`config.mk`:
```
export PLATFORM = sky130hd
export DESIGN_NAME = rsi_queue
export DESIGN_NICKNAME = d
export VERILOG_FILES = /design/src/hdl/rsi_pkg.sv /design/src/hdl/rsi_queue.sv
export SDC_FILE = /design/constraint.sdc
export NUM_CORES = 1
export LEC_CHECK = 0
export BUFFER_PORTS_ARGS = -buffer_cell sky130_fd_sc_hd__buf_2
export CAP_MARGIN = 10
export CORE_MARGIN = 5
export CORE_UTILIZATION = 57
export DETAILED_ROUTE_END_ITERATION = 8
export GPL_TIMING_DRIVEN = 0
export PLACE_DENSITY = 0.88
export SYNTH_ARGS = -nofsm -noshare
export SYNTH_HDL_FRONTEND = slang
export SYNTH_SLANG_ARGS = --single-unit
```
`constraint.sdc`:
```
create_clock -name clk -period 9.1 [get_ports clk]
set_clock_uncertainty 0.05 [all_clocks]
set_input_delay 0.91 -clock clk [delete_from_list [all_inputs] [get_ports clk]]
set_output_delay 0.91 -clock clk [all_outputs]
set_load 0.02 [all_outputs]
```
`src/hdl/rsi_pkg.sv`:
```
package rsi_pkg;

  localparam int FRAC_BITS = 16;

  localparam int CW      = 32;
  localparam int RW      = 31;
  localparam int OCW     = CW + 1;
  localparam int PD_W    = CW + OCW;
  localparam int PS_W    = 2 * OCW;
  localparam int R2_W    = 2 * RW;
  localparam int DOT_W   = PD_W + 2;
  localparam int CT_W    = PS_W + 2;
  localparam int H_W     = DOT_W - FRAC_BITS;
  localparam int HL_W    = (H_W + 1) / 2;
  localparam int HH_W    = H_W - HL_W;
  localparam int HSQ_W   = 2 * H_W;
  localparam int DISC_W  = HSQ_W + 2;
  localparam int S_W     = H_W;
  localparam int V_W     = 2 * S_W;
  localparam int T_W     = H_W + 2;
  localparam int PR_W    = 2 * CW;
  localparam int SUM_W   = PR_W - FRAC_BITS + 1;

  localparam int QDEPTH  = 4;
  localparam int QA_W    = 2;

  localparam int CFG_IDX_W = 8;

  localparam logic [CFG_IDX_W-1:0] REG_CENTER_X = CFG_IDX_W'(0);
  localparam logic [CFG_IDX_W-1:0] REG_CENTER_Y = CFG_IDX_W'(1);
  localparam logic [CFG_IDX_W-1:0] REG_CENTER_Z = CFG_IDX_W'(2);
  localparam logic [CFG_IDX_W-1:0] REG_RADIUS   = CFG_IDX_W'(3);

  localparam logic [RW-1:0] RADIUS_RESET = RW'(1) << FRAC_BITS;
  localparam logic [RW-1:0] DIST_MAX     = {RW{1'b1}};

  localparam logic signed [SUM_W-1:0] SAT_HI = {{(SUM_W-CW+1){1'b0}}, {(CW-1){1'b1}}};
  localparam logic signed [SUM_W-1:0] SAT_LO = {{(SUM_W-CW+1){1'b1}}, {(CW-1){1'b0}}};

  typedef struct packed {
    logic [2:0][CW-1:0] o;
    logic [2:0][CW-1:0] d;
    logic [H_W-1:0]     h;
    logic               neg;
  } side_t;

  typedef struct packed {
    logic               hit;
    logic [RW-1:0]      tdist;
    logic [2:0][CW-1:0] o;
    logic [2:0][CW-1:0] d;
  } qent_t;

  function automatic logic [CW-1:0] sat_coord(input logic signed [SUM_W-1:0] v);
    logic [CW-1:0] r;
    if (v > SAT_HI) begin
      r = SAT_HI[CW-1:0];
    end else if (v < SAT_LO) begin
      r = SAT_LO[CW-1:0];
    end else begin
      r = v[CW-1:0];
    end
    return r;
  endfunction

endpackage

```
`src/hdl/rsi_queue.sv`:
```
module rsi_queue import rsi_pkg::*; (
  input  logic  clk,
  input  logic  rst,
  input  logic  in_valid,
  output logic  in_ready,
  input  qent_t in_data,
  output logic  out_valid,
  input  logic  out_ready,
  output qent_t out_data
);

  qent_t           mem [QDEPTH];
  logic [QA_W-1:0] wr_ptr, rd_ptr;
  logic [QA_W:0]   count;
  logic            push, pop;

  assign in_ready  = count != (QA_W+1)'(QDEPTH);
  assign out_valid = count != '0;
  assign push      = in_valid && in_ready;
  assign pop       = out_valid && out_ready;
  assign out_data  = mem[rd_ptr];

  always_ff @(posedge clk) begin
    if (rst) begin
      wr_ptr <= '0;
      rd_ptr <= '0;
      count  <= '0;
    end else begin
      if (push) begin
        wr_ptr <= wr_ptr + QA_W'(1);
      end
      if (pop) begin
        rd_ptr <= rd_ptr + QA_W'(1);
      end
      if (push && !pop) begin
        count <= count + (QA_W+1)'(1);
      end else if (pop && !push) begin
        count <= count - (QA_W+1)'(1);
      end
    end
  end

  always_ff @(posedge clk) begin
    if (push) begin
      mem[wr_ptr] <= in_data;
    end
  end

endmodule

```
==> results.cfg, run 1 <==
[status]
status = finished, final reports clean

[cts]
clockBufferDepth = 3
cts.sinks = 905
clkTransAtPathRegs_ns = 0.06
cts_resized = 0
cts_setup_buffers = 0
cts_htree_levels = 3
cts_tree = built
cts-buffers-inserted = 86
clockRootBuffer = clkbuf_16
clkLatencyLatePin_ns = 0.61
hold_buffers = 0

[logic_synthesis]
synth_ff_type = edfxtp_1
synth-edff-count = 896
yosysMostFrequentCell = edfxtp_1
ys_types = 22
synth_area_per_cell_um2 = 26.91
synth_fp_nets = 1452
yosys_warnings = 0
yosys.area.top_type = edfxtp_1
async_flop_share_pct = 0
syn_area_um2 = 32780
ys_top_cells_by_area = edfxtp_1, mux4_2, buf_6, dfxtp_1, buf_2
synth_seq_cells = 905
synthTopCellsByCount = edfxtp_1, mux4_2, buf_2, buf_6, dfxtp_1
synthCells = 1218
synth_top_area_share_pct = 82.09
yosysSeqAreaShare_pct = 82.64

[global_route]
grt_pass1_vias = 16800
antenna_found_initial = 24
grt_pass1_wl_um = 111600
grtUsageTotal_pct = 24.18
grt_remaining_overflow = 0
grt_max_degree = 59

[timing]
hold_ws_ns = 0.4573
fin_crit_sh_pct = 44.06
hold_viol_final = 0
period_needed_ns = 4.010
rsz0062_at_grt = no
clock.fmax_ghz = 0.2494
worst_slack_ns = 5.090
slew_headroom_pct = 42.56
worst_slew_pin_slew_ns = 0.8616
slew_viol_final = 0
setup_viol = 0

[critical_path]
r2r_start = count[0]
critPathArrivalTime_ns = 3.05
crit_type = reg -> out
cp-end-kind = output pin
crit_fanout = 10
critPathRequiredTime_ns = 8.14
worstSetupStartpointType = register

[final_layout]
final_area_um2 = 39260
fillers = 3210
final_net_count = 2008
area_growth_pct = 19.78
fin_cells = 2613
drive_above_1_share_pct = 46.80

[die]
io_pins = 454
die_y_um = 249.8
die_area_um2 = 62400
rows = 87
coreArea_um2 = 56710
dieWidth_um = 249.8
start_util_pct = 57.79

[power_and_ir_drop]
p_leak_nw = 13.18
vdd_ir_drop_max_mv = 0.2056
power.total_mw = 11.85
power.density_nw_per_um2 = 301.8

[place]
pre_cts_ws_ns = 5.597
port_buffers = 452
dpl_cell_area_um2 = 36430
post-place-cells = 2442
place.gp.congestion = 0.7720
post-dp-hpwl_um = 46770

[route]
viasPerCell = 6.000
routed_wl_um = 76150
routed-wl-met3_um = 7270
wl_per_cell_um = 29.14
drtIter0Drc = 1526
ant_nets = 0
route.met2.wl_um = 40260
dr.pass1.iters = 5
num_vias = 15680
top_layer_used = met5
wirelength_met1_um = 25580
drc = 0

[min_path]
min_from = in_data[204]
worst_hold_path_type = in -> reg

[job]
cap_violations = 0
cell families after synthesis:
group	share of synthesized area [%]
flip-flops	82.64
multiplexers	15.49
buffers and inverters	1.145
AND/OR/NAND/NOR	0.2557
adder cells (fa/ha/maj)	0.2519
AO/OA/AOI/OAI	0.1145
XOR/XNOR	0.1069
state kept, by name, indices dropped and copies added (netlist names), named ones only:
register / count
count: 3
mem: 896
rd_ptr: 2
wr_ptr: 2
worst paths after layout:
check | to | slack, ns | depth (start not counted)
worst max-delay path | out_data[116] | 5.09 | 5
worst min-delay path | mem[0][204] | 0.46 | 1
worst max register to register | mem[2][166] | 6.03 | 6
worst min register to register | wr_ptr[1] | 0.48 | 2
where the power goes:
group | total [mW] | internal, mW | switching (mW)
sequential | 5.18 | 5.06 | 0.127
clock | 3.53 | 2.05 | 1.48
combinational | 3.13 | 1.26 | 1.87
total | 11.8 | 8.37 | 3.48
critical path, cell delays in order (launching register included):
cell      delay (ns)
dfxtp_1         0.30
buf_2           0.32
clkbuf_1        0.70
buf_2           0.51
mux4_2          0.40
buf_2           0.20
per-layer routing:
layer | track usage (%) | up-vias
met2 | 41.43 | 897
met5 | 0 | -
met3 | 7.173 | 168
li1 | - | 6441
met1 | 29.40 | 8147
met4 | 9.313 | 24
cell usage in the layout (no fill, tap or decap), types with 2 or more instances in the layout:
cell	synthesis	layout
dfxtp_1	9	9
xor2_1	4	4
clkbuf_1	8	23
inv_6	0	3
edfxtp_1	896	896
or3_1	2	2
nand2b_1	2	2
mux4_2	224	224
and2_4	0	4
buf_2	24	476
clkinv_4	0	3
buf_16	0	15
clkinv_2	0	10
clkbuf_16	0	88
clkinv_1	0	20
ha_1	5	5
nor2_1	8	8
inv_1	3	3
diode_2	0	15
clkinv_8	0	2
clkbuf_8	0	2
clkinvlp_4	0	3
bufinv_16	0	9
mux2i_1	2	2
buf_6	19	19
through the flow:
step                      util (%)  setup TNS (ns)
after floorplan                  -               0
after global routing         69.20               0
after CTS                    69.16               0
after detailed placement     64.23               0
final                        69.23               0
after global placement       63.45        -1602.12
layout make-up:
| class | instances | area, um2 | area share, % |
|---|---|---|---|
| repair buffers | 468 | 2695 | 6.865 |
| plain buffers | 51 | 364.1 | 0.9274 |
| inverters | 3 | 11.26 | 0.02868 |
| multi-input cells | 259 | 5325 | 13.56 |
| clock buffers | 105 | 2286 | 5.823 |
| diodes | 15 | 37.54 | 0.09561 |
| well taps | 756 | 945.9 | 2.409 |
| flip-flops and latches | 905 | 27090 | 68.99 |
| clock inverters | 51 | 509.2 | 1.297 |
Note: power is estimated with default switching activity, not from simulation.
==> run 2, diff against run 1 <==
--- a/config.mk
+++ b/config.mk
@@ -5,6 +5,7 @@
 export SDC_FILE = /design/constraint.sdc
 export NUM_CORES = 1
 export LEC_CHECK = 0
+export ABC_AREA = 1
 export BUFFER_PORTS_ARGS = -buffer_cell sky130_fd_sc_hd__buf_2
 export CAP_MARGIN = 10
 export CORE_MARGIN = 5
==> constraint.sdc (replaced) <==
create_clock -name clk -period 3.75 [get_ports clk]
set_clock_uncertainty 0.05 [all_clocks]
set_input_delay 0.375 -clock clk [delete_from_list [all_inputs] [get_ports clk]]
set_output_delay 0.375 -clock clk [all_outputs]
set_load 0.02 [all_outputs]
==> results.cfg, run 2 <==
[logic_synthesis]
yosysSeqAreaShare_pct = 80.25
synthTopCellsByCount = edfxtp_1, nor2_1, o21ai_0, o22ai_1
synth_area_per_cell_um2 = 15.11
syn_area_um2 = 33750
ys_types = 22
synth_fp_nets = 2468
synthCells = 2234
yosys_warnings = 0
async_flop_share_pct = 0
synth-edff-count = 896
synth_top_area_share_pct = 79.71
yosysMostFrequentCell = edfxtp_1
synth_seq_cells = 905
ys_top_cells_by_area = edfxtp_1, o21ai_0, nor2_1, o22ai_1, buf_6
yosys.area.top_type = edfxtp_1
synth_ff_type = edfxtp_1

[timing]
rsz0062_at_grt = no
slew_headroom_pct = 47.66
fin_crit_sh_pct = 86.83
clock.fmax_ghz = 0.3071
worst_slack_ns = 0.4939
slew_viol_final = 0
hold_viol_final = 0
tns_ns = 0
setup_viol = 0
worst_slew_pin_slew_ns = 0.7832
period_needed_ns = 3.256
hold_ws_ns = 0.05059

[cts]
cts_resized = 0
clockRootBuffer = clkbuf_16
cts_tree = built
clkTransAtPathRegs_ns = 0.07
cts_setup_buffers = 0
clockBufferDepth = 3
hold_buffers = 225
clkLatencyLatePin_ns = 0.64
cts.sinks = 905
cts-buffers-inserted = 87
cts_htree_levels = 3

[final_layout]
reg.largest.list = mem x896, count x3
area_growth_pct = 26.88
top_register = mem
final_net_count = 3272
layout_common_cells = edfxtp_1, buf_2, nor2_1
fin_cells = 3890
drive_above_1_share_pct = 22.69
final_util_pct = 72.84
fillers = 3182
largest_register_ffs = 896
layout_commonest_cell = edfxtp_1

[global_route]
grtUsageTotal_pct = 32.02
grt_max_degree = 30
grt_pass1_wl_um = 154900
grt_remaining_overflow = 0
antenna_found_initial = 13
grt_pass1_vias = 25340

[place]
port_buffers = 453
place.gp.congestion = 0.8554
pre_cts_ws_ns = 1.110
post-dp-hpwl_um = 59130
post-place-cells = 3497

[power_and_ir_drop]
p_leak_nw = 15.21
vdd_ir_drop_max_mv = 0.7291
power.density_nw_per_um2 = 708.8

[die]
start_util_pct = 57.41
rows = 89
die_y_um = 253.3
die_area_um2 = 64180
dieWidth_um = 253.3
io_pins = 454
coreArea_um2 = 58800

[route]
routed_wl_um = 106900
viasPerCell = 6.476
dr.pass1.iters = 5
wl_per_cell_um = 27.49
num_vias = 25190
drc = 0
ant_nets = 0
drtIter0Drc = 3512

[critical_path]
worstSetupStartpointType = register
ff2ff_setup_slack_ns = 0.99
crit_type = reg -> out
critPathArrivalTime_ns = 2.83
cp-end-kind = output pin
r2r-end = mem[0][102]
crit_end = out_data[99]
critPathRequiredTime_ns = 3.32
crit_fanout = 10
reg2reg_depth = 8
r2r_start = count[1]

[min_path]
min_from = in_valid
worst_hold_path_type = in -> reg

[status]
status = finished, final reports clean

[job]
cap_violations = 0
[run 2: cell types whose count changed after synthesis, sizes merged, moves of 13 or more]
cell / before / now
nor2: 8 / 462
o21ai: 1 / 449
mux4: 224 / 0
o22ai: 0 / 224
clkbuf: 8 / 61
buf: 43 / 87
nand2: 1 / 15
inv: 3 / 16
[run 2: final cells by class]
type | count | area, um2 | area share (%)
antenna | 10 | 25.02 | 0.05843
buffer | 148 | 1022 | 2.387
clock buffer | 110 | 2316 | 5.408
clock inverter | 48 | 391.6 | 0.9145
inverter | 16 | 72.57 | 0.1695
multi-input combinational | 1165 | 5615 | 13.11
sequential | 905 | 27090 | 63.25
tap | 773 | 967.2 | 2.258
timing repair buffer | 715 | 5328 | 12.44
[run 2: layer usage]
metal  up-vias  track usage, %  share of wire, %
li1      10110               -                 -
met1     12090           38.94                32
met2      2453           53.40                49
met3       528           7.631                13
met4         8           17.46               6.6
met5         -               0             0.048
[run 2: power by group]
group,internal (mW),total (mW),switching [mW]
Sequential,12.3,12.6,0.317
Clock,4.68,8.61,3.92
Combinational,2.69,9.15,6.46
[run 2: through the flow]
stage | instance area, um2 | power (mW)
after global placement | 37030 | 20.74
final | 42830 | 30.36
after detailed placement | 37840 | 21.14
after CTS | 42800 | 29.73
after global routing | 42820 | 31.14
after floorplan | 33800 | 17.67
[run 2: worst max-delay path, stage by stage, from the launching register on]
cell      delay, ns
dfxtp_1        0.32
buf_6          0.17
inv_6          0.13
buf_4          0.29
clkbuf_1       0.42
o21ai_0        0.18
o22ai_1        0.40
buf_2          0.26
[run 2: cell families (layout without fill, tap and decap cells)]
group,count (synthesis),after routing,synth area share [%]
AOI/OAI and AO/OA,676,676,10.85
adders and majority gates,6,6,0.2447
and+or+nand+nor,482,482,5.386
other,0,10,0
xor gates and xnor gates,1,1,0.02595
DFF,905,905,80.25
buffers and inverters,164,1037,3.244
[run 2: worst min path at each step]
| stage | end | slack (ns) | cells after the start |
|---|---|---|---|
| 6_report | wr_ptr[1] | 0.05 | 4 |
| 5_1_grt | wr_ptr[1] | 0.07 | 4 |
| 4_1_cts | wr_ptr[1] | 0.02 | 4 |
| 3_5_place_dp | register | 0.46 | 2 |
| 3_3_place_gp | register | 0.43 | 2 |
| 2_1_floorplan | count[0] | 0.39 | 1 |
